[src/sv/ppad_pkg.sv]
// ---------------------------------------------------------------------------
// ppad_pkg
// Shared types, widths and constants for the point pair angle and distance
// pipeline: word formats, stage record, arctangent table and output scaling.
// ---------------------------------------------------------------------------
package ppad_pkg;

   // field widths
   localparam int COORD_BITS      = 16;
   localparam int ANGLE_FRAC_BITS = 13;
   localparam int ANGLE_BITS      = 16;
   localparam int DIST_BITS       = 17;

   // front end widths
   localparam int DIFF_BITS  = COORD_BITS + 1;
   localparam int MSB_BITS   = $clog2(DIFF_BITS);
   localparam int SQ_BITS    = 2 * DIFF_BITS;
   localparam int SUM_BITS   = SQ_BITS + 1;
   localparam int ROOT_BITS  = SUM_BITS + 1;
   localparam int SQRT_STEPS = (SUM_BITS + 1) / 2;

   // vectoring datapath: larger magnitude normalised to at least 2^40
   localparam int NORM_TARGET  = 40;
   localparam int SHIFT_BITS   = $clog2(NORM_TARGET + 1);
   localparam int XY_BITS      = NORM_TARGET + 5;
   localparam int CORDIC_STEPS = 32;
   localparam int TURN_BITS    = 32;

   // pipeline depth
   localparam int PREP_STAGES  = 3;
   localparam int SCALE_STAGES = 2;
   localparam int LATENCY      = PREP_STAGES + CORDIC_STEPS + SCALE_STAGES;

   // angle unit codes
   localparam logic UNIT_RADIANS = 1'b0;
   localparam logic UNIT_DEGREES = 1'b1;

   // binary turn to output unit scaling
   localparam int PROD_BITS = 2 * TURN_BITS;
   localparam int RND_BITS  = PROD_BITS + 1;
   localparam logic [TURN_BITS-1:0] TWO_PI_Q29 = 32'd3373259426;
   localparam logic [TURN_BITS-1:0] DEG_SCALE  = 32'd45;
   localparam int RAD_SHIFT = 61 - ANGLE_FRAC_BITS;
   localparam int DEG_SHIFT = 29 - (ANGLE_FRAC_BITS - 6);
   localparam logic [RND_BITS-1:0] RAD_HALF = RND_BITS'(1) << (RAD_SHIFT - 1);
   localparam logic [RND_BITS-1:0] DEG_HALF = RND_BITS'(1) << (DEG_SHIFT - 1);
   localparam logic [RND_BITS-1:0] RAD_FULL =
      ((RND_BITS'(TWO_PI_Q29) << TURN_BITS) + RAD_HALF) >> RAD_SHIFT;
   localparam logic [RND_BITS-1:0] DEG_FULL =
      (RND_BITS'(DEG_SCALE) << TURN_BITS) >> DEG_SHIFT;

   // distance ceiling
   localparam logic [ROOT_BITS-1:0] DIST_MAX = ROOT_BITS'((65'd1 << DIST_BITS) - 65'd1);

   // request word
   typedef struct packed {
      logic signed [COORD_BITS-1:0] point_x;
      logic signed [COORD_BITS-1:0] point_y;
      logic signed [COORD_BITS-1:0] origin_x;
      logic signed [COORD_BITS-1:0] origin_y;
   } ppad_req_type;

   // response word
   typedef struct packed {
      logic [ANGLE_BITS-1:0] angle;
      logic [DIST_BITS-1:0]  distance;
      logic                  coincident;
   } ppad_rsp_type;

   // record carried from stage to stage
   typedef struct packed {
      logic signed [XY_BITS-1:0] x;
      logic signed [XY_BITS-1:0] y;
      logic [TURN_BITS-1:0]      acc;
      logic [SUM_BITS-1:0]       rem;
      logic [ROOT_BITS-1:0]      root;
      logic                      coincident;
   } ppad_stage_type;

   // arctangent of 2^-i in units of 2^-32 turn
   function automatic logic [TURN_BITS-1:0] atan_turn(input int step);
      logic [TURN_BITS-1:0] val;
      case (step)
         0:       val = 32'h20000000;
         1:       val = 32'h12E4051E;
         2:       val = 32'h09FB385B;
         3:       val = 32'h051111D4;
         4:       val = 32'h028B0D43;
         5:       val = 32'h0145D7E1;
         6:       val = 32'h00A2F61E;
         7:       val = 32'h00517C55;
         8:       val = 32'h0028BE53;
         9:       val = 32'h00145F2F;
         10:      val = 32'h000A2F98;
         11:      val = 32'h000517CC;
         12:      val = 32'h00028BE6;
         13:      val = 32'h000145F3;
         14:      val = 32'h0000A2FA;
         15:      val = 32'h0000517D;
         16:      val = 32'h000028BE;
         17:      val = 32'h0000145F;
         18:      val = 32'h00000A30;
         19:      val = 32'h00000518;
         20:      val = 32'h0000028C;
         21:      val = 32'h00000146;
         22:      val = 32'h000000A3;
         23:      val = 32'h00000051;
         24:      val = 32'h00000029;
         25:      val = 32'h00000014;
         26:      val = 32'h0000000A;
         27:      val = 32'h00000005;
         28:      val = 32'h00000003;
         29:      val = 32'h00000001;
         30:      val = 32'h00000001;
         default: val = 32'h00000000;
      endcase
      return val;
   endfunction

endpackage

[src/sv/ppad_prep.sv]
// ---------------------------------------------------------------------------
// ppad_prep
// Front end: coordinate differences, half-plane fold, squares for the
// distance and normalising shift of the vector, over three register stages.
// ---------------------------------------------------------------------------
module ppad_prep (
   input  logic                     clock,
   input  logic                     reset,
   input  logic                     in_valid,
   input  ppad_pkg::ppad_req_type   in_word,
   output logic                     out_valid,
   output ppad_pkg::ppad_stage_type out_data
);

   // stage a: differences
   logic                                      valid_a_ff;
   logic signed [ppad_pkg::DIFF_BITS-1:0]     dx_in, dx_ff;
   logic signed [ppad_pkg::DIFF_BITS-1:0]     up_in, up_ff;

   // stage b: folded vector, squares, shift
   logic                                      valid_b_ff;
   logic signed [ppad_pkg::DIFF_BITS-1:0]     x0_in, x0_ff;
   logic signed [ppad_pkg::DIFF_BITS-1:0]     y0_in, y0_ff;
   logic [ppad_pkg::DIFF_BITS-1:0]            ax, ay, mag;
   logic [ppad_pkg::MSB_BITS-1:0]             msb;
   logic [ppad_pkg::SHIFT_BITS-1:0]           sh_in, sh_ff;
   logic [ppad_pkg::SQ_BITS-1:0]              ax_sq_in, ax_sq_ff;
   logic [ppad_pkg::SQ_BITS-1:0]              ay_sq_in, ay_sq_ff;
   logic                                      half_in, half_ff;
   logic                                      coinc_in, coinc_ff;

   // stage c: first stage record
   logic                                      valid_c_ff;
   ppad_pkg::ppad_stage_type                  data_in, data_ff;

   // differences, screen y flipped to point up
   assign dx_in = ppad_pkg::DIFF_BITS'(in_word.point_x) - ppad_pkg::DIFF_BITS'(in_word.origin_x);
   assign up_in = ppad_pkg::DIFF_BITS'(in_word.origin_y) - ppad_pkg::DIFF_BITS'(in_word.point_y);

   // fold the left half-plane onto the right, start half a turn round
   always_comb begin
      half_in  = dx_ff[ppad_pkg::DIFF_BITS-1];
      x0_in    = half_in ? -dx_ff : dx_ff;
      y0_in    = half_in ? -up_ff : up_ff;
      ax       = ppad_pkg::DIFF_BITS'(x0_in);
      ay       = up_ff[ppad_pkg::DIFF_BITS-1] ? ppad_pkg::DIFF_BITS'(-up_ff)
                                              : ppad_pkg::DIFF_BITS'(up_ff);
      coinc_in = (dx_ff == '0) && (up_ff == '0);
      ax_sq_in = ppad_pkg::SQ_BITS'(ax) * ppad_pkg::SQ_BITS'(ax);
      ay_sq_in = ppad_pkg::SQ_BITS'(ay) * ppad_pkg::SQ_BITS'(ay);
   end

   // leading one of the larger magnitude sets the normalising shift
   always_comb begin
      mag = (ax > ay) ? ax : ay;
      msb = '0;
      for (int i = 0; i < ppad_pkg::DIFF_BITS; i++) begin
         if (mag[i]) begin
            msb = ppad_pkg::MSB_BITS'(i);
         end
      end
      sh_in = ppad_pkg::SHIFT_BITS'(ppad_pkg::NORM_TARGET) - ppad_pkg::SHIFT_BITS'(msb);
   end

   // normalised vector and sum of squares
   always_comb begin
      data_in            = '0;
      data_in.x          = ppad_pkg::XY_BITS'(x0_ff) <<< sh_ff;
      data_in.y          = ppad_pkg::XY_BITS'(y0_ff) <<< sh_ff;
      data_in.acc        = {half_ff, {(ppad_pkg::TURN_BITS-1){1'b0}}};
      data_in.rem        = ppad_pkg::SUM_BITS'(ax_sq_ff) + ppad_pkg::SUM_BITS'(ay_sq_ff);
      data_in.root       = '0;
      data_in.coincident = coinc_ff;
   end

   // valid bits
   always_ff @(posedge clock) begin
      if (reset) begin
         valid_a_ff <= 1'b0;
         valid_b_ff <= 1'b0;
         valid_c_ff <= 1'b0;
      end else begin
         valid_a_ff <= in_valid;
         valid_b_ff <= valid_a_ff;
         valid_c_ff <= valid_b_ff;
      end
   end

   // payload registers
   always_ff @(posedge clock) begin
      dx_ff    <= dx_in;
      up_ff    <= up_in;
      x0_ff    <= x0_in;
      y0_ff    <= y0_in;
      sh_ff    <= sh_in;
      ax_sq_ff <= ax_sq_in;
      ay_sq_ff <= ay_sq_in;
      half_ff  <= half_in;
      coinc_ff <= coinc_in;
      data_ff  <= data_in;
   end

   assign out_valid = valid_c_ff;
   assign out_data  = data_ff;

endmodule

[config.mk]
export PLATFORM = sky130hd
export DESIGN_NAME = ppad_prep
export DESIGN_NICKNAME = d
export VERILOG_FILES = /design/src/sv/ppad_pkg.sv /design/src/sv/ppad_prep.sv
export SDC_FILE = /design/constraint.sdc
export NUM_CORES = 2
export LEC_CHECK = 0
export BUFFER_PORTS_ARGS = -buffer_cell sky130_fd_sc_hd__buf_2
export CORE_ASPECT_RATIO = 1.4
export CORE_MARGIN = 2
export CORE_UTILIZATION = 62
export CTS_CLUSTER_DIAMETER = 120
export DETAILED_ROUTE_END_ITERATION = 12
export PLACE_DENSITY = 0.85
export SLEW_MARGIN = 25
export SYNTH_ARGS = -nofsm -noshare
export SYNTH_HDL_FRONTEND = slang
export SYNTH_SLANG_ARGS = --single-unit
[constraint.sdc]
create_clock -name clock -period 9.3 [get_ports clock]
set_clock_uncertainty 0.15 [all_clocks]
set_input_delay 1.395 -clock clock [delete_from_list [all_inputs] [get_ports clock]]
set_output_delay 1.395 -clock clock [all_outputs]
set_load 0.01 [all_outputs]
==> impl_metrics.py <==
metrics = {
    "timing": {
        "maxSlewHeadroom_pct": 35.7,
        "maxSlewViolCount": 0,
        "hold_viol_final": 0,
        "rsz0062_at_grt": "false",
        "timing.fmax_ghz": 0.114,
        "final.min_clock_period_ns": 8.75,
        "finalCritPeriodShare_pct": 94.1,
        "worstMarginPinSlew_ns": 0.965,
        "setup_tns_ns": 0,
        "setup_viol": 0,
    },
    "worst_hold_path": {
        "worstHoldPathType": "reg2reg",
        "worstHoldStart": "coinc_ff$_DFF_P_",
    },
    "worst_setup_path": {
        "crit_path_start_kind": "flip-flop",
        "end_kind": "flip-flop",
        "arrival_ns": 9.10,
        "cp_slowest_cell": "or4b_4",
        "startpoint": "dx_ff[0]$_DFF_P_",
        "path_delay_family": "adder cells",
        "slowest_delay_ns": 0.60,
        "cpMostUsedCell": "fa_1",
        "cp.buffers_inverters": 5,
        "crit_type": "reg2reg",
        "required_ns": 9.65,
        "cp_max_fo": 12,
        "rr_startpoint": "dx_ff[0]$_DFF_P_",
    },
    "die": {
        "die-area_sq_um": 49100,
        "die_x_um": 188,
        "ios": 262,
        "initial_utilization_pct": 62.7,
        "dieHeight_um": 261,
        "core_area_sq_um": 46800,
        "rows": 94,
    },
    "global_routing": {
        "grt_usage_pct": 29.6,
        "overflow": 0,
        "antenna_found_initial": 0,
        "grt_pass1_wl_um": 117000,
        "grt_max_degree": 68,
        "grt_pass1_vias": 23700,
    },
    "synth": {
        "yosys_warnings": 0,
        "syn_inst": 3309,
        "syn_area_per_cell_sq_um": 8.86,
        "seq_area_frac_synth_pct": 18.4,
        "ys_async_sr_fraction_pct": 0,
        "ys_ff_latch": 270,
        "synth_edf_count": 0,
        "synth_cell_types": 81,
        "ys.flop_type": "dfxtp_1",
        "syn_area_sq_um": 29300,
    },
    "routing": {
        "via_count": 23000,
        "drc": 0,
        "drtPass1Iterations": 7,
        "drt_iter0_drc": 1662,
        "viasPerCell": 5.58,
        "antenna_left": 0,
        "wl_um": 71000,
        "wl_per_cell_um": 17.2,
    },
    "placement": {
        "port_buffers": 194,
        "gp_congestion": 0.991,
        "hpwl_um": 56800,
    },
    "clocking": {
        "cts_max_level": 1,
        "path_clk_slew_ns": 0.07,
        "cts_buffer_depth": 3,
        "cts_tree": "yes",
        "cts_made_buffers": 28,
        "clkLatencyLatePin_ns": 0.58,
        "postCtsHoldBufs": 0,
        "cts.sinks": 270,
        "cts_setup_buffers": 0,
        "root_buffer": "clkbuf_16",
    },
    "cells_and_area": {
        "area_growth_pct": 8.15,
        "fin_util_pct": 67.8,
        "drive_above_1_share_pct": 10.6,
        "fill_cells": 3624,
        "fin_nets": 4232,
    },
    "job": {
        "max-cap-violations": 0,
    },
    "status": {
        "status": "completed",
    },
}
==> path summary, 6_finish.rpt <==
kind                                              to  slack (ns)  depth (start not counted)
worst max-delay path            ax_sq_ff[32]$_DFF_P_        0.55                         27
worst min-delay path             out_data[0]$_DFF_P_        0.18                          0
worst max register to register  ax_sq_ff[32]$_DFF_P_        0.55                         27
worst min register to register   out_data[0]$_DFF_P_        0.18                          0
==> timing repair <==
item,in CTS,in global routing
hold endpoints to repair,0,0
setup endpoints to repair,0,2
gates resized for setup,0,1
==> metal layers <==
layer  track usage (%)  vias up  share of wire, %
met5                 0        -                 0
met4              17.6        0               6.7
met3              4.33      305               7.3
met2              53.7     1033                51
met1              33.1    11000                35
li1                  -    10700                 -
==> synthesized netlist by cell type (37+ instances only) <==
cell type / count / share of area [%]
a211oi_1: 37 / 0.95
a21oi_1: 172 / 2.9
buf_4: 67 / 1.7
clkbuf_1: 90 / 1.2
dfxtp_1: 270 / 18
fa_1: 390 / 27
ha_1: 294 / 13
inv_1: 653 / 8.4
mux2i_1: 48 / 1.6
nand2_1: 234 / 3.0
nor2_1: 315 / 4.0
nor2b_1: 38 / 0.81
o21ai_0: 78 / 1.3
xnor2_1: 118 / 3.5
==> logic make-up after synthesis <==
logic type	share of synthesized area [%]
AO/OA/AOI/OAI	11.2
XOR/XNOR	4.75
adder cells (fa/ha/maj)	39.2
buffers and inverters	11.7
flip-flops	18.4
multiplexers	3.17
other	0.0256
AND/OR/NAND/NOR	11.5
==> placed cells by master (no fill, tap or decap), drive strengths merged, types with 15 or more instances in the layout <==
| cell type | synthesis | layout |
|---|---|---|
| inv | 663 | 669 |
| fa | 390 | 390 |
| nor2 | 315 | 315 |
| ha | 294 | 294 |
| dfxtp | 270 | 270 |
| buf | 81 | 236 |
| nand2 | 235 | 235 |
| a21oi | 172 | 172 |
| xnor2 | 119 | 119 |
| o21ai | 80 | 80 |
| conb | 2 | 79 |
| mux2i | 48 | 48 |
| nor2b | 38 | 38 |
| a211oi | 37 | 37 |
| xor2 | 37 | 37 |
| nand3 | 36 | 36 |
| clkbuf | 90 | 34 |
| a21o | 33 | 33 |
| o22ai | 30 | 30 |
| nor3 | 28 | 28 |
| o31ai | 27 | 27 |
| o21a | 22 | 22 |
| or3 | 21 | 21 |
| or2 | 19 | 19 |
| nand2b | 19 | 19 |
| clkinv | 12 | 19 |
| mux2 | 16 | 16 |
| nand4 | 15 | 15 |
| a31oi | 15 | 15 |
==> flip-flops by register name, summed over array words and instances (netlist names) <==
register and count:
dx_ff 17, y0_ff 16, half_ff 1, coinc_ff 1, x0_ff 16, ay_sq_ff 33, ax_sq_ff 33, out_data 127
sh_ff 6, valid_a_ff 1, up_ff 17, valid_b_ff 1, out_valid 1
==> metrics by stage <==
stage / hold slack, ns / cell area [sq um] / worst slack, ns / cells
after floorplan: 0.160 / 29600 / 1.34 / 3386
after global placement: 0.163 / 30800 / 0.351 / 4075
after detailed placement: 0.166 / 30800 / 0.314 / 4075
after CTS: 0.183 / 31700 / 0.223 / 4127
after global routing: 0.188 / 31700 / 0.163 / 4127
final: 0.181 / 31700 / 0.547 / 4128
==> layout make-up <==
type / count / area [sq um] / share of cell area (%)
sequential: 270 / 5410 / 17.1
clock buffer: 34 / 774 / 2.44
tap: 624 / 781 / 2.46
clock inverter: 18 / 131 / 0.414
inverter: 675 / 2540 / 8.00
timing repair buffer: 236 / 1290 / 4.05
antenna: 1 / 2.50 / 0.00789
multi-input combinational: 2270 / 20800 / 65.6
Power is left out: the tool's default activity adds up to more than one toggle a clock period on the data nets, which glitch-free logic cannot reach.
