## src/sv/ppad_pkg.sv

```systemverilog
// ---------------------------------------------------------------------------
// ppad_pkg
// Shared types, widths and constants for the point pair angle and distance
// pipeline: word formats, stage record, arctangent table and output scaling.
// ---------------------------------------------------------------------------
package ppad_pkg;

   // field widths
   localparam int COORD_BITS      = 16;
   localparam int ANGLE_FRAC_BITS = 13;
   localparam int ANGLE_BITS      = 16;
   localparam int DIST_BITS       = 17;

   // front end widths
   localparam int DIFF_BITS  = COORD_BITS + 1;
   localparam int MSB_BITS   = $clog2(DIFF_BITS);
   localparam int SQ_BITS    = 2 * DIFF_BITS;
   localparam int SUM_BITS   = SQ_BITS + 1;
   localparam int ROOT_BITS  = SUM_BITS + 1;
   localparam int SQRT_STEPS = (SUM_BITS + 1) / 2;

   // vectoring datapath: larger magnitude normalised to at least 2^40
   localparam int NORM_TARGET  = 40;
   localparam int SHIFT_BITS   = $clog2(NORM_TARGET + 1);
   localparam int XY_BITS      = NORM_TARGET + 5;
   localparam int CORDIC_STEPS = 32;
   localparam int TURN_BITS    = 32;

   // pipeline depth
   localparam int PREP_STAGES  = 3;
   localparam int SCALE_STAGES = 2;
   localparam int LATENCY      = PREP_STAGES + CORDIC_STEPS + SCALE_STAGES;

   // angle unit codes
   localparam logic UNIT_RADIANS = 1'b0;
   localparam logic UNIT_DEGREES = 1'b1;

   // binary turn to output unit scaling
   localparam int PROD_BITS = 2 * TURN_BITS;
   localparam int RND_BITS  = PROD_BITS + 1;
   localparam logic [TURN_BITS-1:0] TWO_PI_Q29 = 32'd3373259426;
   localparam logic [TURN_BITS-1:0] DEG_SCALE  = 32'd45;
   localparam int RAD_SHIFT = 61 - ANGLE_FRAC_BITS;
   localparam int DEG_SHIFT = 29 - (ANGLE_FRAC_BITS - 6);
   localparam logic [RND_BITS-1:0] RAD_HALF = RND_BITS'(1) << (RAD_SHIFT - 1);
   localparam logic [RND_BITS-1:0] DEG_HALF = RND_BITS'(1) << (DEG_SHIFT - 1);
   localparam logic [RND_BITS-1:0] RAD_FULL =
      ((RND_BITS'(TWO_PI_Q29) << TURN_BITS) + RAD_HALF) >> RAD_SHIFT;
   localparam logic [RND_BITS-1:0] DEG_FULL =
      (RND_BITS'(DEG_SCALE) << TURN_BITS) >> DEG_SHIFT;

   // distance ceiling
   localparam logic [ROOT_BITS-1:0] DIST_MAX = ROOT_BITS'((65'd1 << DIST_BITS) - 65'd1);

   // request word
   typedef struct packed {
      logic signed [COORD_BITS-1:0] point_x;
      logic signed [COORD_BITS-1:0] point_y;
      logic signed [COORD_BITS-1:0] origin_x;
      logic signed [COORD_BITS-1:0] origin_y;
   } ppad_req_type;

   // response word
   typedef struct packed {
      logic [ANGLE_BITS-1:0] angle;
      logic [DIST_BITS-1:0]  distance;
      logic                  coincident;
   } ppad_rsp_type;

   // record carried from stage to stage
   typedef struct packed {
      logic signed [XY_BITS-1:0] x;
      logic signed [XY_BITS-1:0] y;
      logic [TURN_BITS-1:0]      acc;
      logic [SUM_BITS-1:0]       rem;
      logic [ROOT_BITS-1:0]      root;
      logic                      coincident;
   } ppad_stage_type;

   // arctangent of 2^-i in units of 2^-32 turn
   function automatic logic [TURN_BITS-1:0] atan_turn(input int step);
      logic [TURN_BITS-1:0] val;
      case (step)
         0:       val = 32'h20000000;
         1:       val = 32'h12E4051E;
         2:       val = 32'h09FB385B;
         3:       val = 32'h051111D4;
         4:       val = 32'h028B0D43;
         5:       val = 32'h0145D7E1;
         6:       val = 32'h00A2F61E;
         7:       val = 32'h00517C55;
         8:       val = 32'h0028BE53;
         9:       val = 32'h00145F2F;
         10:      val = 32'h000A2F98;
         11:      val = 32'h000517CC;
         12:      val = 32'h00028BE6;
         13:      val = 32'h000145F3;
         14:      val = 32'h0000A2FA;
         15:      val = 32'h0000517D;
         16:      val = 32'h000028BE;
         17:      val = 32'h0000145F;
         18:      val = 32'h00000A30;
         19:      val = 32'h00000518;
         20:      val = 32'h0000028C;
         21:      val = 32'h00000146;
         22:      val = 32'h000000A3;
         23:      val = 32'h00000051;
         24:      val = 32'h00000029;
         25:      val = 32'h00000014;
         26:      val = 32'h0000000A;
         27:      val = 32'h00000005;
         28:      val = 32'h00000003;
         29:      val = 32'h00000001;
         30:      val = 32'h00000001;
         default: val = 32'h00000000;
      endcase
      return val;
   endfunction

endpackage

```

## src/sv/ppad_scale.sv

```systemverilog
// ---------------------------------------------------------------------------
// ppad_scale
// Converts the binary turn angle to radians or degrees with rounding and
// wrap at a full turn, and builds the response word.
// ---------------------------------------------------------------------------
module ppad_scale (
   input  logic                     clock,
   input  logic                     reset,
   input  logic                     in_valid,
   input  ppad_pkg::ppad_stage_type in_data,
   input  logic                     angle_unit,
   output logic                     out_strobe,
   output ppad_pkg::ppad_rsp_type   out_word
);

   // stage 1: product
   logic                               valid_p_ff;
   logic [ppad_pkg::TURN_BITS-1:0]     mult;
   logic [ppad_pkg::PROD_BITS-1:0]     prod_in, prod_ff;
   logic                               deg_ff;
   logic                               coinc_ff;
   logic [ppad_pkg::DIST_BITS-1:0]     dist_ff;

   // stage 2: rounding and response
   logic                               valid_r_ff;
   logic [ppad_pkg::RND_BITS-1:0]      rad_q, deg_q;
   logic [ppad_pkg::ANGLE_BITS-1:0]    rad_ang, deg_ang;
   ppad_pkg::ppad_rsp_type             rsp_in, rsp_ff;

   // scale factor follows the unit register
   always_comb begin
      mult    = (angle_unit == ppad_pkg::UNIT_DEGREES) ? ppad_pkg::DEG_SCALE
                                                       : ppad_pkg::TWO_PI_Q29;
      prod_in = ppad_pkg::PROD_BITS'(in_data.acc) * ppad_pkg::PROD_BITS'(mult);
   end

   // round half up, a full turn wraps to zero
   always_comb begin
      rad_q   = (ppad_pkg::RND_BITS'(prod_ff) + ppad_pkg::RAD_HALF) >> ppad_pkg::RAD_SHIFT;
      deg_q   = (ppad_pkg::RND_BITS'(prod_ff) + ppad_pkg::DEG_HALF) >> ppad_pkg::DEG_SHIFT;
      rad_ang = (rad_q >= ppad_pkg::RAD_FULL) ? '0 : rad_q[ppad_pkg::ANGLE_BITS-1:0];
      deg_ang = (deg_q >= ppad_pkg::DEG_FULL) ? '0 : deg_q[ppad_pkg::ANGLE_BITS-1:0];
      rsp_in.coincident = coinc_ff;
      if (coinc_ff) begin
         rsp_in.angle    = '0;
         rsp_in.distance = '0;
      end else begin
         rsp_in.angle    = deg_ff ? deg_ang : rad_ang;
         rsp_in.distance = dist_ff;
      end
   end

   // valid bits
   always_ff @(posedge clock) begin
      if (reset) begin
         valid_p_ff <= 1'b0;
         valid_r_ff <= 1'b0;
      end else begin
         valid_p_ff <= in_valid;
         valid_r_ff <= valid_p_ff;
      end
   end

   // payload
   always_ff @(posedge clock) begin
      prod_ff  <= prod_in;
      deg_ff   <= (angle_unit == ppad_pkg::UNIT_DEGREES);
      coinc_ff <= in_data.coincident;
      dist_ff  <= in_data.root[ppad_pkg::DIST_BITS-1:0];
      rsp_ff   <= rsp_in;
   end

   assign out_strobe = valid_r_ff;
   assign out_word   = rsp_ff;

endmodule

```

## config.mk

```make
export PLATFORM = sky130hd
export DESIGN_NAME = ppad_scale
export DESIGN_NICKNAME = d
export VERILOG_FILES = /design/src/sv/ppad_pkg.sv /design/src/sv/ppad_scale.sv
export SDC_FILE = /design/constraint.sdc
export NUM_CORES = 1
export LEC_CHECK = 0
export BUFFER_PORTS_ARGS = -buffer_cell sky130_fd_sc_hd__buf_2
export CORE_AREA = 2 2 182 363
export CTS_BUF_LIST = sky130_fd_sc_hd__clkbuf_2 sky130_fd_sc_hd__clkbuf_4 sky130_fd_sc_hd__clkbuf_8
export DETAILED_ROUTE_END_ITERATION = 16
export DIE_AREA = 0 0 184 365
export GPL_ROUTABILITY_DRIVEN = 1
export PLACE_DENSITY_LB_ADDON = 0.3
export SLEW_MARGIN = 10
export SYNTH_ARGS = -nofsm -noshare
export SYNTH_HDL_FRONTEND = slang
export SYNTH_SLANG_ARGS = --single-unit
export TNS_END_PERCENT = 30
```

## constraint.sdc

```tcl
create_clock -name clock -period 22.7 [get_ports clock]
set_clock_uncertainty 0.15 [all_clocks]
set_input_delay 3.405 -clock clock [delete_from_list [all_inputs] [get_ports clock]]
set_output_delay 3.405 -clock clock [all_outputs]
set_load 0.05 [all_outputs]
```

==> out/metrics.yaml, run 1 <==
critical_path:
  cp_top_family: "adder cells"
  rrSetupSlack_ps: 18930
  cp_num_cells: 28
  cp-endpoint: "prod_ff[58]"
  critPathMaxStageDelay_ps: 700
  worstPathArrival_ps: 12220
  crit_path_start_kind: "input pin"
  critPathKind: "in -> reg"
  end_kind: "register"
  crit_required_ps: 22850
  r2r_cells: 10
  rr_startpoint: "prod_ff[47]"
  crit_slowest_cell: "fa_1"
  startpoint: "angle_unit"
  rr_endpoint: "out_word[26]"
  cp_common_cell: "fa_1"
  path_buf_inv: 8
  cp_max_fo: 44
finish:
  fin_nets: 3382
  utilization: 0.3710
  areaGrowthSynthToFinish_pct: 6.811
  drive_gt1_frac: 0.05664
placement:
  io_buffers: 88
  post-dp-hpwl_um: 51180
  dp_worst_setup_slack_ps: 10230
  gp_congestion: 0.8943
timing:
  clock.fmax_ghz: 0.08288
  fin_crit_ps: 12070
  finalSetupViolCount: 0
  holdWs_ps: 293.0
  fin_crit_sh: 0.5315
  tns_ps: 0
  worst_pin_slew_ps: 958.9
  rsz0062_at_grt: "no"
  maxSlewViolCount: 0
  hold_viol_final: 0
  fin_ws_ps: 10630
  slew_headroom: 0.3594
min_path:
  min_path_type: "reg -> reg"
clocking:
  cts_made_buffers: 9
  cts.sinks: 98
  cts_max_level: 3
  clkLatencyLatePin_ps: 390
  cts_tree: "built"
  cts-root-buf: "clkbuf_8"
  clock_path_buffers: 2
  cts_setup_buffers: 0
  clk_pin_slew_worst_paths_ps: 90
  cts_hold_repair.buffers: 0
  ctsResizeCount: 0
synth:
  ys_seq_elements: 98
  synth_warnings: 0
  ys_top_cells_by_area: "fa_1, ha_1, inv_1"
  synth.avg_cell_area_sq_um: 9.766
  syn_inst: 2291
  synth_async_sr_flop_share: 0
  synth-main-ff-cell: "dfxtp_1"
  synth_top_area_share: 0.3776
  ys_types: 66
  synth.cells.most_frequent: "inv_1, fa_1, ha_1, dfxtp_1, a21oi_1"
  synth-edff-count: 0
  yosysTopAreaCell: "fa_1"
  yosysMostFrequentCell: "inv_1"
  syn_area_sq_um: 22370
  yosysSeqAreaShare: 0.08769
  syn_nets: 3312
routing:
  routed_wl_um: 56480
  via_per_inst: 4.729
  drc_errors: 0
  antenna_left: 0
  dr.first_iter.drc_count: 732
  via_count: 15000
  post_drt_wl_per_cell_um: 17.81
  firstDrtPassIters: 5
floorplanning:
  core_area_sq_um: 64410
  die_h_um: 365
  num_rows: 132
  io_pins: 233
  fp.dieArea_sq_um: 67160
  initial_utilization: 0.3474
  fp.dieW_um: 184
grt:
  grt_max_degree: 45
  grt_pass1_vias: 16210
  grt_pass1_wl_um: 90270
  track_usage: 0.1768
  antenna_found_initial: 2
  globalRoute.totalOverflow: 0
flow_run:
  maxCapViolCount: 0
outcome:
  status: "completed"
per-stage QoR:
step | std cells | area (sq um)
after floorplan | 2291 | 22370
final | 3171 | 23900
after CTS | 3170 | 23900
after global routing | 3170 | 23900
after detailed placement | 3154 | 23700
after global placement | 3154 | 23700
layer usage:
layer  global-route usage  wire length (um)  vias up  part of all wire
met5                    0                 0        -                 0
met4              0.03765              1031        0             0.018
met3              0.01819              2360       55             0.042
met2               0.2995             26530      336              0.47
met1               0.2439             26560     7404              0.47
li1                     -                 -     7201                 -
how the worst min path moves through the flow:
stage	start	to	slack (ps)	cells after the start
after floorplan	valid_p_ff	out_strobe	260	1
after global placement	dist_ff[3]	out_word[4]	270	1
after detailed placement	dist_ff[6]	out_word[7]	270	1
after CTS	dist_ff[5]	out_word[6]	300	1
after global routing	valid_p_ff	out_strobe	310	1
final	dist_ff[5]	out_word[6]	290	1
final cells by class:
type | instances | area [sq um]
Timing Repair Buffer | 92 | 470.5
Clock inverter | 6 | 58.81
Multi-Input combinational cell | 1488 | 17740
Inverter | 672 | 2522
Fill cell | 6599 | 40510
Tap cell | 804 | 1006
Clock buffer | 10 | 137.6
Sequential cell | 98 | 1962
Antenna cell | 1 | 2.502
flip-flops by register name (all words and copies together) (netlist names):
| name | count |
|---|---|
| deg_ff | 1 |
| prod_ff | 43 |
| out_word | 34 |
| dist_ff | 17 |
| valid_p_ff | 1 |
| coinc_ff | 1 |
| out_strobe | 1 |
cell families after synthesis:
logic type / after synthesis / synth area share
fa+ha+maj: 823 / 0.6018
mux: 6 / 0.003075
simple gates: 332 / 0.08008
other cells: 1 / 0.0001676
buf+inv: 705 / 0.1195
xor+xnor: 113 / 0.04423
flops: 98 / 0.08769
compound gates: 213 / 0.06342
layout by cell type, fill, tap and decap left out, drive strengths merged, types with 6 or more instances in the layout:
cell and instances:
ha 401, inv 675, a21oi 77, and4 8
and3 11, nand4 22, nor2 41, fa 422
nor2b 57, nor3 22, xor2 56, o2111ai 6
dfxtp 98, o22ai 18, buf 92, clkbuf 10
nand2b 32, and2 26, o21bai 7, a31oi 9
xnor2 57, o21ai 26, nand2 70, a21o 34
nand3 27
worst reg2reg max path: stages, from the launching register on:
cell and delay [ps]:
dfxtp_1 450, ha_1 270, nand4_1 230, nor3_1 520, nand2_1 230, nor3_1 260, xor2_1 100, nor3_1 210
nand3_1 90, or4_1 880, o22ai_1 290
Power of run 1 is left out: the tool's default activity adds up to more than one toggle a clock period on the data nets, which glitch-free logic cannot reach.
==> run 2, diff against run 1 <==
Settings changed: ABC_AREA set to 1, CORE_AREA 2 2 182 363 to 2 2 189 376, DIE_AREA 0 0 184 365 to 0 0 191 378.
Clock period 22.7 ns to 11.4 ns, I/O delays scaled along.
==> run 2 against run 1 <==
  * Synthesized area is 7.5% higher
  * Routed wire length is 21% higher
  * Utilization hardly changed
  * Synthesized cell count is 26% higher
  * Critical endpoint is now prod_ff[52]
==> out/metrics.yaml, run 2 <==
outcome:
  status: "completed"
synth:
  yosysSeqAreaShare: 0.08160
  synth_top_area_share: 0.3514
  synth_async_sr_flop_share: 0
  synth.avg_cell_area_sq_um: 8.322
  syn_nets: 3910
  yosysTopAreaCell: "fa_1"
  ys_top_cells_by_area: "fa_1, ha_1, inv_1"
  syn_area_sq_um: 24040
  synth-edff-count: 0
  ys_types: 39
  syn_inst: 2889
  synth-main-ff-cell: "dfxtp_1"
  yosysMostFrequentCell: "inv_1"
  synth_warnings: 0
  ys_seq_elements: 98
  synth.cells.most_frequent: "inv_1, fa_1, ha_1, nand2_1, nor2_1"
critical_path:
  cp_max_fo: 25
  end_kind: "register"
  crit_path_start_kind: "input pin"
  rr_endpoint: "out_word[19]"
  rrSetupSlack_ps: 7970
  r2r_cells: 13
  startpoint: "angle_unit"
  worstPathArrival_ps: 9860
  crit_required_ps: 11560
  rr_startpoint: "prod_ff[21]"
  critPathKind: "in -> reg"
  crit_slowest_cell: "o21ai_0"
  critPathMaxStageDelay_ps: 680
routing:
  via_count: 18230
  firstDrtPassIters: 7
  post_drt_wl_per_cell_um: 17.60
  drc_errors: 0
  via_per_inst: 4.698
  routed_wl_um: 68320
  dr.first_iter.drc_count: 922
  antenna_left: 0
floorplanning:
  num_rows: 137
  io_pins: 233
  fp.dieW_um: 191
  core_area_sq_um: 69420
  initial_utilization: 0.3463
  die_h_um: 378
  fp.dieArea_sq_um: 72200
timing:
  hold_viol_final: 0
  tns_ps: 0
  fin_crit_sh: 0.8514
  rsz0062_at_grt: "no"
  worst_pin_slew_ps: 1183
  finalSetupViolCount: 0
  maxSlewViolCount: 0
  clock.fmax_ghz: 0.1030
  fin_crit_ps: 9706
  slew_headroom: 0.2105
grt:
  grt_pass1_wl_um: 109000
  globalRoute.totalOverflow: 0
  track_usage: 0.1973
  antenna_found_initial: 0
  grt_max_degree: 35
  grt_pass1_vias: 19930
clocking:
  cts_max_level: 3
  ctsResizeCount: 0
  clock_path_buffers: 2
  cts-root-buf: "clkbuf_8"
  clkLatencyLatePin_ps: 380
  cts_hold_repair.buffers: 0
  cts_made_buffers: 9
  cts.sinks: 98
  clk_pin_slew_worst_paths_ps: 110
  cts_tree: "built"
  cts_setup_buffers: 0
placement:
  gp_congestion: 0.9430
  post-dp-hpwl_um: 62830
  io_buffers: 88
min_path:
  worstHoldEndpoint: "out_word[9]"
  whs_path_depth: 2
  min-delay-start: "dist_ff[8]"
  min_path_type: "reg -> reg"
finish:
  largest_register_ffs: 43
  seq_area_sq_um: 1962
  areaGrowthSynthToFinish_pct: 7.124
  antennaDiodeCount: 0
  drive_gt1_frac: 0.04802
  top_register: "prod_ff"
  utilization: 0.3710
  nFillCells: 7288
  layout_commonest_cell: "inv_1"
  layout_common_cells: "inv_1, fa_1, ha_1, nand2_1, nor2_1"
  multi_input_area_sq_um: 18800
  fin_nets: 3994
flow_run:
  maxCapViolCount: 0
## run 2: worst max-delay path by stage
stage                  end
6_report       prod_ff[52]
5_1_grt        prod_ff[52]
4_1_cts        prod_ff[52]
3_5_place_dp   prod_ff[52]
3_3_place_gp   prod_ff[52]
2_1_floorplan  prod_ff[62]
## run 2: kinds of logic after synthesis
logic type / Yosys count / synth area share
fa+ha+maj: 823 / 0.5601
xor+xnor: 91 / 0.03315
other cells: 1 / 0.0001560
compound gates: 222 / 0.05235
simple gates: 785 / 0.1362
buf+inv: 869 / 0.1364
flops: 98 / 0.08160
## run 2: through the flow
stage	instances	cell area, sq um	setup slack, ps	hold WS, ps
global placement	3865	25550	1454	239.7
detailed placement	3865	25550	1421	244.3
global route	3881	25760	1241	273.1
CTS	3881	25760	1791	250.7
finish	3881	25760	1694	245.6
floorplan	2889	24040	3108	179.0
## run 2: area by class of cell
class                   instances  area share
clock buffers                   9    0.004809
clock inverters                 7    0.003060
inverters                     850      0.1239
multi-input cells            1922      0.7299
flip-flops and latches         98     0.07617
well taps                     903     0.04387
repair buffers                 92     0.01827
## run 2: critical path, delay by kind of cell
kind / cells / cell delay [ps]
adder cells (fa/ha/maj): 9 / 3790
AND/OR/NAND/NOR: 11 / 2400
buffers and inverters: 9 / 940
AO/OA/AOI/OAI: 1 / 680
XOR/XNOR: 2 / 310
## run 2: routing by layer
| metal | GRT usage | up-vias | part of all wire |
|---|---|---|---|
| li1 | - | 8823 | - |
| met1 | 0.2523 | 8920 | 0.43 |
| met2 | 0.3572 | 414 | 0.50 |
| met3 | 0.01538 | 75 | 0.039 |
| met4 | 0.04651 | 0 | 0.026 |
| met5 | 0 | - | 0 |
Power of run 2 is left out for the same reason.
