$ cat src/sv/ppad_pkg.sv
// ---------------------------------------------------------------------------
// ppad_pkg
// Shared types, widths and constants for the point pair angle and distance
// pipeline: word formats, stage record, arctangent table and output scaling.
// ---------------------------------------------------------------------------
package ppad_pkg;

   // field widths
   localparam int COORD_BITS      = 16;
   localparam int ANGLE_FRAC_BITS = 13;
   localparam int ANGLE_BITS      = 16;
   localparam int DIST_BITS       = 17;

   // front end widths
   localparam int DIFF_BITS  = COORD_BITS + 1;
   localparam int MSB_BITS   = $clog2(DIFF_BITS);
   localparam int SQ_BITS    = 2 * DIFF_BITS;
   localparam int SUM_BITS   = SQ_BITS + 1;
   localparam int ROOT_BITS  = SUM_BITS + 1;
   localparam int SQRT_STEPS = (SUM_BITS + 1) / 2;

   // vectoring datapath: larger magnitude normalised to at least 2^40
   localparam int NORM_TARGET  = 40;
   localparam int SHIFT_BITS   = $clog2(NORM_TARGET + 1);
   localparam int XY_BITS      = NORM_TARGET + 5;
   localparam int CORDIC_STEPS = 32;
   localparam int TURN_BITS    = 32;

   // pipeline depth
   localparam int PREP_STAGES  = 3;
   localparam int SCALE_STAGES = 2;
   localparam int LATENCY      = PREP_STAGES + CORDIC_STEPS + SCALE_STAGES;

   // angle unit codes
   localparam logic UNIT_RADIANS = 1'b0;
   localparam logic UNIT_DEGREES = 1'b1;

   // binary turn to output unit scaling
   localparam int PROD_BITS = 2 * TURN_BITS;
   localparam int RND_BITS  = PROD_BITS + 1;
   localparam logic [TURN_BITS-1:0] TWO_PI_Q29 = 32'd3373259426;
   localparam logic [TURN_BITS-1:0] DEG_SCALE  = 32'd45;
   localparam int RAD_SHIFT = 61 - ANGLE_FRAC_BITS;
   localparam int DEG_SHIFT = 29 - (ANGLE_FRAC_BITS - 6);
   localparam logic [RND_BITS-1:0] RAD_HALF = RND_BITS'(1) << (RAD_SHIFT - 1);
   localparam logic [RND_BITS-1:0] DEG_HALF = RND_BITS'(1) << (DEG_SHIFT - 1);
   localparam logic [RND_BITS-1:0] RAD_FULL =
      ((RND_BITS'(TWO_PI_Q29) << TURN_BITS) + RAD_HALF) >> RAD_SHIFT;
   localparam logic [RND_BITS-1:0] DEG_FULL =
      (RND_BITS'(DEG_SCALE) << TURN_BITS) >> DEG_SHIFT;

   // distance ceiling
   localparam logic [ROOT_BITS-1:0] DIST_MAX = ROOT_BITS'((65'd1 << DIST_BITS) - 65'd1);

   // request word
   typedef struct packed {
      logic signed [COORD_BITS-1:0] point_x;
      logic signed [COORD_BITS-1:0] point_y;
      logic signed [COORD_BITS-1:0] origin_x;
      logic signed [COORD_BITS-1:0] origin_y;
   } ppad_req_type;

   // response word
   typedef struct packed {
      logic [ANGLE_BITS-1:0] angle;
      logic [DIST_BITS-1:0]  distance;
      logic                  coincident;
   } ppad_rsp_type;

   // record carried from stage to stage
   typedef struct packed {
      logic signed [XY_BITS-1:0] x;
      logic signed [XY_BITS-1:0] y;
      logic [TURN_BITS-1:0]      acc;
      logic [SUM_BITS-1:0]       rem;
      logic [ROOT_BITS-1:0]      root;
      logic                      coincident;
   } ppad_stage_type;

   // arctangent of 2^-i in units of 2^-32 turn
   function automatic logic [TURN_BITS-1:0] atan_turn(input int step);
      logic [TURN_BITS-1:0] val;
      case (step)
         0:       val = 32'h20000000;
         1:       val = 32'h12E4051E;
         2:       val = 32'h09FB385B;
         3:       val = 32'h051111D4;
         4:       val = 32'h028B0D43;
         5:       val = 32'h0145D7E1;
         6:       val = 32'h00A2F61E;
         7:       val = 32'h00517C55;
         8:       val = 32'h0028BE53;
         9:       val = 32'h00145F2F;
         10:      val = 32'h000A2F98;
         11:      val = 32'h000517CC;
         12:      val = 32'h00028BE6;
         13:      val = 32'h000145F3;
         14:      val = 32'h0000A2FA;
         15:      val = 32'h0000517D;
         16:      val = 32'h000028BE;
         17:      val = 32'h0000145F;
         18:      val = 32'h00000A30;
         19:      val = 32'h00000518;
         20:      val = 32'h0000028C;
         21:      val = 32'h00000146;
         22:      val = 32'h000000A3;
         23:      val = 32'h00000051;
         24:      val = 32'h00000029;
         25:      val = 32'h00000014;
         26:      val = 32'h0000000A;
         27:      val = 32'h00000005;
         28:      val = 32'h00000003;
         29:      val = 32'h00000001;
         30:      val = 32'h00000001;
         default: val = 32'h00000000;
      endcase
      return val;
   endfunction

endpackage

$ cat src/sv/ppad_stage.sv
// ---------------------------------------------------------------------------
// ppad_stage
// One vectoring rotation with its angle update, plus one digit of the
// square root, its final rounding or a pass through for the distance.
// ---------------------------------------------------------------------------
module ppad_stage #(
   parameter int STEP = 0
) (
   input  logic                     clock,
   input  logic                     reset,
   input  logic                     in_valid,
   input  ppad_pkg::ppad_stage_type in_data,
   output logic                     out_valid,
   output ppad_pkg::ppad_stage_type out_data
);

   localparam logic [ppad_pkg::TURN_BITS-1:0] ATAN_STEP = ppad_pkg::atan_turn(STEP);

   logic                               valid_ff;
   ppad_pkg::ppad_stage_type           data_in, data_ff;
   logic signed [ppad_pkg::XY_BITS-1:0] xs, ys;
   logic [ppad_pkg::SUM_BITS-1:0]      rem_in;
   logic [ppad_pkg::ROOT_BITS-1:0]     root_in;

   // rotate towards the x axis, direction from the sign of y
   always_comb begin
      xs      = in_data.x >>> STEP;
      ys      = in_data.y >>> STEP;
      data_in = in_data;
      if (!in_data.y[ppad_pkg::XY_BITS-1]) begin
         data_in.x   = in_data.x + ys;
         data_in.y   = in_data.y - xs;
         data_in.acc = in_data.acc + ATAN_STEP;
      end else begin
         data_in.x   = in_data.x - ys;
         data_in.y   = in_data.y + xs;
         data_in.acc = in_data.acc - ATAN_STEP;
      end
      data_in.rem  = rem_in;
      data_in.root = root_in;
   end

   // square root digit, rounding, or pass through
   if (STEP < ppad_pkg::SQRT_STEPS) begin : g_root
      localparam logic [ppad_pkg::ROOT_BITS-1:0] BIT_VAL =
         ppad_pkg::ROOT_BITS'(1) << (2 * (ppad_pkg::SQRT_STEPS - 1 - STEP));
      logic [ppad_pkg::ROOT_BITS-1:0] trial;
      assign trial = in_data.root + BIT_VAL;
      always_comb begin
         if (ppad_pkg::ROOT_BITS'(in_data.rem) >= trial) begin
            rem_in  = in_data.rem - ppad_pkg::SUM_BITS'(trial);
            root_in = (in_data.root >> 1) + BIT_VAL;
         end else begin
            rem_in  = in_data.rem;
            root_in = in_data.root >> 1;
         end
      end
   end else if (STEP == ppad_pkg::SQRT_STEPS) begin : g_round
      logic [ppad_pkg::ROOT_BITS-1:0] rounded;
      // round to nearest: the remainder beyond the root means past the half
      always_comb begin
         rounded = (ppad_pkg::ROOT_BITS'(in_data.rem) > in_data.root) ?
                   in_data.root + ppad_pkg::ROOT_BITS'(1) : in_data.root;
         root_in = (rounded > ppad_pkg::DIST_MAX) ? ppad_pkg::DIST_MAX : rounded;
         rem_in  = in_data.rem;
      end
   end else begin : g_pass
      assign rem_in  = in_data.rem;
      assign root_in = in_data.root;
   end

   // valid bit
   always_ff @(posedge clock) begin
      if (reset) begin
         valid_ff <= 1'b0;
      end else begin
         valid_ff <= in_valid;
      end
   end

   // payload
   always_ff @(posedge clock) begin
      data_ff <= data_in;
   end

   assign out_valid = valid_ff;
   assign out_data  = data_ff;

endmodule

$ cat config.mk
export PLATFORM = sky130hd
export DESIGN_NAME = ppad_stage
export DESIGN_NICKNAME = d
export VERILOG_FILES = /design/src/sv/ppad_pkg.sv /design/src/sv/ppad_stage.sv
export SDC_FILE = /design/constraint.sdc
export NUM_CORES = 1
export LEC_CHECK = 0
export ABC_CLOCK_PERIOD_IN_PS = 3870
export BUFFER_PORTS_ARGS = -buffer_cell sky130_fd_sc_hd__buf_2
export CORE_ASPECT_RATIO = 0.6
export CORE_MARGIN = 5
export CORE_UTILIZATION = 54
export DETAILED_ROUTE_END_ITERATION = 10
export PLACE_DENSITY = 0.87
export SYNTH_ARGS = -nofsm -noshare
export SYNTH_HDL_FRONTEND = slang
export SYNTH_SLANG_ARGS = --single-unit
export TNS_END_PERCENT = 1
$ cat constraint.sdc
create_clock -name clock -period 3.87 [get_ports clock]
set_input_delay 0.1935 -clock clock [delete_from_list [all_inputs] [get_ports clock]]
set_output_delay 0.1935 -clock clock [all_outputs]
set_load 0.05 [all_outputs]
==> results.tsv, run 1 <==
metric	value	unit
Netlist cell types	79	
failing checks	setup timing	
Sw Pwr	0.00375	W
fin cells	2650	
Crit path required time	4.23	ns
final wirelength	61.7	mm
Clk pwr share	22.5	%
core area	26500	um^2
total gr overflow	0	
Max Fclk	258	MHz
critical path arrival	4.24	ns
share of cells above drive strength 1	23.3	%
die extent in x	222	um
Tmin final	3.87	ns
H-tree depth	4	
Rel. slew slack	28.6	%
Logic pwr share	47.3	%
Placed Instances	2514	
nets@finish	2657	
largest net degree at the start of global routing	98	
Num CTS Buffers	17	
CP Cell Sequence	dlygate4sd3_1, buf_2, inv_1, ha_1, and3_1, nor3b_2, a32oi_1, o211ai_1, a21oi_1, o31ai_1, a31oi_1, xnor2_1, mux2_2	
critical path's slowest cell	o31ai_1	
Setup crit start kind	primary input	
Clock Pin Slew Worst Setup and Hold Paths	0.09	ns
most frequent cells in the layout	buf_2 (391), a21oi_1 (213), dfxtp_1 (194)	
warning count from the yosys run	0	
RSZ-0062 raised after global routing	no	
share of the synthesized area in the top cell type	26.7	%
leakage power	9.05	nW
worst-path maximum fanout	6	
final number of max-transition violations	0	
ys flop type	dfxtp_1	
Net Count, Synth	2170	
Worst Hold Path EP	out_data[55]	
vias per cell	6.18	
clk root buf	clkbuf_16	
period utilisation layout	100	%
number of routed nets with antenna violations	0	
Worst Tran Pin Value	1.07	ns
Starting Density	54.9	%
largest area contributor in the netlist	dfxtp_1	
DR WL/cell	23.3	um
first-pass GRT wire length	90.3	mm
Worst Hold Slack	0.0248	ns
die footprint	30400	um^2
Async SR Flop Fraction	0	%
initial detailed-routing violation count	2535	
Post-DP HPWL	47.3	mm
Vias	16371	
chip height	137	um
Area Overhead vs Synth	28.0	%
Max clock buf depth	2	
Area after DPL	17000	um^2
Final Hold Viols	0	
CTS sink cnt	194	
Seq/Total Area, Yosys	26.7	%
Pre-antenna DRT Iters	7	
Max Cap Violations	0	
top cells by area, synth	dfxtp_1 (27%), ha_1 (16%), a21oi_1 (7.4%)	
Post-synth EDFFs	0	
register bit total from synthesis	194	
hold path startpoint	in_data[55]	
port buffer count	391	
Sw Share	46.7	%
slowest stage delay, CP	0.59	ns
Post-Syn Area	14500	um^2
Post-CTS Setup Inserts	0	
Syn Inst Count	1785	
row count	46	
Hold Crit Depth	2	
Worst setup EP type	flip-flop	
total track usage	38.0	%
CTS tree	yes	
synthesized area per cell	8.14	um^2
pwr/cell area	432	nW/um^2
IO Pins	392	
final instance area	18600	um^2
gpl congestion	1.14	
Crit Path Class	in -> reg	
min setup slack post-route	-0.00197	ns
outcome	finished, violations left	
vias in the first global route	15411	
Worst Hold Class	in -> reg	
final setup fails	1	
share of power burned in registers	30.2	%
most common cell after layout, fill and taps aside	buf_2	
drt drc	0	
Internal Pwr Total	0.00428	W
antenna violations before repair	5	
peak supply drop	0.278	mV
[stage by stage]
step | TNS [ns] | util [%] | total power, W | setup slack [ns]
after floorplan | 0 | - | 0.00495 | 0.910
after global placement | 0 | 64.2 | 0.00597 | 0.286
after detailed placement | 0 | 64.2 | 0.00602 | 0.204
after CTS | 0 | 70.1 | 0.00788 | 0.245
after global routing | 0 | 70.2 | 0.00829 | 0.0241
final | -0.00197 | 70.2 | 0.00803 | -0.00197
[per-layer routing]
layer	global-route usage (%)	routed length (um)	part of all wire, %	vias up
met5	0	13	0.021	-
li1	-	-	-	7262
met3	15.9	9210	15	192
met4	10.4	1850	3.0	2
met2	54.2	25000	41	1295
met1	52.6	25600	41	7620
[cells by family (layout without fill, tap and decap cells)]
family                   after synthesis  count (layout)  synth area share (%)
multiplexers                          54              54                  4.01
AND/OR/NAND/NOR                      366             366                  11.9
XOR/XNOR                             120             120                  7.24
AO/OA/AOI/OAI                        604             604                  26.5
adder cells (fa/ha/maj)              188             188                  16.5
other                                  0               5                     0
buffers and inverters                259             759                  7.10
flip-flops                           194             194                  26.7
[what timing repair did]
item,CTS,global route
resized for setup,0,3
endpoints found under the hold margin,99,0
setup endpoints to repair,0,30
hold buffers,99,0
[worst max-delay path: cells and delay by family]
| kind | cells | cell delay [ns] |
|---|---|---|
| AO/OA/AOI/OAI | 5 | 1.69 |
| buffers and inverters | 3 | 0.73 |
| AND/OR/NAND/NOR | 2 | 0.65 |
| adder cells (fa/ha/maj) | 1 | 0.44 |
| multiplexers | 1 | 0.29 |
| XOR/XNOR | 1 | 0.23 |
[registers in the layout, indices dropped and copies added, names as in the netlist]
| signal | count |
|---|---|
| out_valid | 1 |
| out_data | 193 |
[synthesized netlist by cell type (27+ instances only)]
cell type,n
nand2_1,95
o31ai_1,27
inv_1,181
a21oi_1,214
mux2_2,34
nand3_1,27
xnor2_1,98
ha_1,183
nor2_1,116
clkbuf_1,36
nand4_1,29
dfxtp_1,194
a21o_1,46
o21ai_0,124
o21bai_1,44
[area by class of cell]
| class | count | area, um^2 |
|---|---|---|
| multi-input combinational | 1332 | 9650 |
| fill | 2071 | 7880 |
| sequential | 194 | 3880 |
| timing repair buffer | 539 | 3330 |
| inverter | 188 | 706 |
| tap | 360 | 450 |
| clock buffer | 18 | 429 |
| clock inverter | 14 | 139 |
| antenna | 5 | 12.5 |
[power groups by stage]
stage | combinational [W] | sequential [W] | clock (W)
2_1_floorplan | 0.00138 | 0.00357 | 0
3_3_place_gp | 0.00352 | 0.00245 | 0
3_5_place_dp | 0.00356 | 0.00246 | 0
4_1_cts | 0.00366 | 0.00242 | 0.00180
5_1_grt | 0.00394 | 0.00245 | 0.00190
6_report | 0.00380 | 0.00243 | 0.00180
[worst max path at each step]
stage / startpoint / end / slack (ns) / depth (start not counted)
after floorplan: in_data[104] / out_data[187] / 0.91 / 12
after detailed placement: in_data[149] / out_data[193] / 0.20 / 14
after global routing: in_data[10] / out_data[43] / 0.02 / 13
after global placement: in_data[149] / out_data[193] / 0.29 / 14
final: in_data[10] / out_data[71] / -0.002 / 13
after CTS: in_data[2] / out_data[70] / 0.25 / 15
Power figures use the tool's default switching activity.
==> inputs of run 2 (changes only) <==
--- a/config.mk
+++ b/config.mk
@@ -6,12 +6,12 @@
 export NUM_CORES = 1
 export LEC_CHECK = 0
 export ABC_CLOCK_PERIOD_IN_PS = 3870
-export BUFFER_PORTS_ARGS = -buffer_cell sky130_fd_sc_hd__buf_2
 export CORE_ASPECT_RATIO = 0.6
 export CORE_MARGIN = 5
-export CORE_UTILIZATION = 54
+export CORE_UTILIZATION = 45
 export DETAILED_ROUTE_END_ITERATION = 10
-export PLACE_DENSITY = 0.87
+export DONT_BUFFER_PORTS = 1
+export PLACE_DENSITY = 0.65
 export SYNTH_ARGS = -nofsm -noshare
 export SYNTH_HDL_FRONTEND = slang
 export SYNTH_SLANG_ARGS = --single-unit
==> run 2 against run 1 <==
The run now ends clean. Design area decreased by 10%. Critical endpoint is now out_data[148]. Final cell count decreased by 13%. Non-clock buffer count decreased by 399. Utilization decreased by 18 points. Largest power group is now sequential cells. Via count decreased by 15%. Clock-buffer cell count unchanged. Sequential share of layout area increased by 2.3 points. Highest routed layer is now met4.
==> results.tsv, run 2 (synthesis results as in run 1) <==
metric	value	unit
outcome	finished, final reports clean	
share of cells above drive strength 1	6.63	%
Pre-antenna DRT Iters	6	
Worst setup EP type	flip-flop	
Rel. slew slack	37.6	%
Clock Pin Slew Worst Setup and Hold Paths	0.07	ns
period utilisation layout	96.6	%
# diodes	0	
final core occ	52.0	%
H-tree depth	4	
Starting Density	45.2	%
gpl congestion	1.05	
row count	51	
final setup fails	0	
Post-DP HPWL	44.0	mm
RSZ-0062 raised after global routing	no	
pwr/cell area	455	nW/um^2
most common cell after layout, fill and taps aside	a21oi_1	
antenna violations before repair	0	
Final Hold Viols	0	
Vias	13960	
chip height	149	um
port buffer count	0	
Fin Setup TNS	0	ns
Setup crit start kind	primary input	
Max clock buf depth	2	
CTS sink cnt	194	
clk root buf	clkbuf_16	
vias in the first global route	13075	
Worst Hold Class	in -> reg	
peak supply drop	0.346	mV
worst-path maximum fanout	4	
total gr overflow	0	
Crit path required time	4.21	ns
Max Cap Violations	0	
critical path arrival	4.08	ns
most frequent cells in the layout	a21oi_1 (213), dfxtp_1 (194), ha_1 (183)	
Post-CTS Setup Inserts	0	
leakage power	7.50	nW
hold path startpoint	in_data[105]	
Area Overhead vs Synth	15.2	%
initial detailed-routing violation count	1803	
final number of max-transition violations	0	
CP endpoint	out_data[148]	
CTS tree	yes	
largest net degree at the start of global routing	77	
final instance area	16700	um^2
number of routed nets with antenna violations	0	
Area after DPL	15000	um^2
Largest register FFs	193	
first-pass GRT wire length	82.6	mm
Tmin final	3.74	ns
min setup slack post-route	0.131	ns
vias per cell	6.04	
Num CTS Buffers	17	
DR WL/cell	24.3	um
drt drc	0	
Worst Hold Slack	0.0156	ns
nets@finish	2258	
core area	32200	um^2
Worst Tran Pin Value	0.935	ns
Worst Setup SP	in_data[149]	
final wirelength	56.1	mm
setup slack at placement	0.0650	ns
die extent in x	242	um
IO Pins	392	
Crit Path Class	in -> reg	
total track usage	29.5	%
die footprint	36100	um^2
Max Fclk	267	MHz
[run 2: changes by cell type in the layout (fill, tap and decap cells not counted), moves of 2 or more]
cell           previous run  this run
clkinv_2                  2         0
clkinv_8                  2         4
diode_2                   5         0
buf_2                   391         0
dlygate4sd3_1            99       109
buf_4                    48        29
[run 2: how the worst min path moves through the flow]
| stage | slack, ns | endpoint | cells past startpoint |
|---|---|---|---|
| final | 0.02 | out_data[150] | 2 |
| after global routing | 0.005 | out_data[193] | 2 |
| after floorplan | 0.22 | out_data[0] | 0 |
| after CTS | 0.0005 | out_data[150] | 2 |
| after global placement | 0.22 | out_data[75] | 0 |
| after detailed placement | 0.22 | out_data[85] | 0 |
[run 2: power breakdown]
part	switching, W	internal [W]
clock network	0.000960	0.000939
logic	0.00126	0.000814
registers	0.00132	0.00232
total	0.00354	0.00407
[run 2: cell type report]
type                       count  area (um^2)
sequential                   194         3880
multi-input combinational   1332         9650
clock buffer                  18          429
fill                        3081        15400
clock inverter                14          189
timing repair buffer         140         1350
inverter                     188          706
tap                          424          531
[run 2: through the flow]
step | total power, W | instances
3_5_place_dp | 0.00556 | 2168
3_3_place_gp | 0.00556 | 2168
6_report | 0.00761 | 2310
4_1_cts | 0.00756 | 2310
2_1_floorplan | 0.00495 | 1785
5_1_grt | 0.00792 | 2310
[run 2: routing by layer]
layer	GRT usage, %	vias to the layer above	routed length (um)
met2	39.0	891	21600
met1	44.1	6561	25700
met4	6.96	0	1180
met5	0	-	0
met3	11.6	76	7550
li1	-	6432	-
[run 2: repair_timing]
item	CTS	global route
hold buffers	110	0
endpoints found under the setup margin	0	2
gates resized for setup	0	3
endpoints found under the hold margin	127	0
[run 2: worst max-delay path: stages]
cell and delay, ns:
dlygate4sd3_1 0.54, ha_1 0.22, fa_1 0.40, nor2b_1 0.19, o31a_1 0.21, o21ai_0 0.33
o31ai_2 0.65, a21oi_1 0.19, o211a_1 0.36, nor2b_1 0.16, o311ai_0 0.27, o21ai_0 0.18
xor2_1 0.17
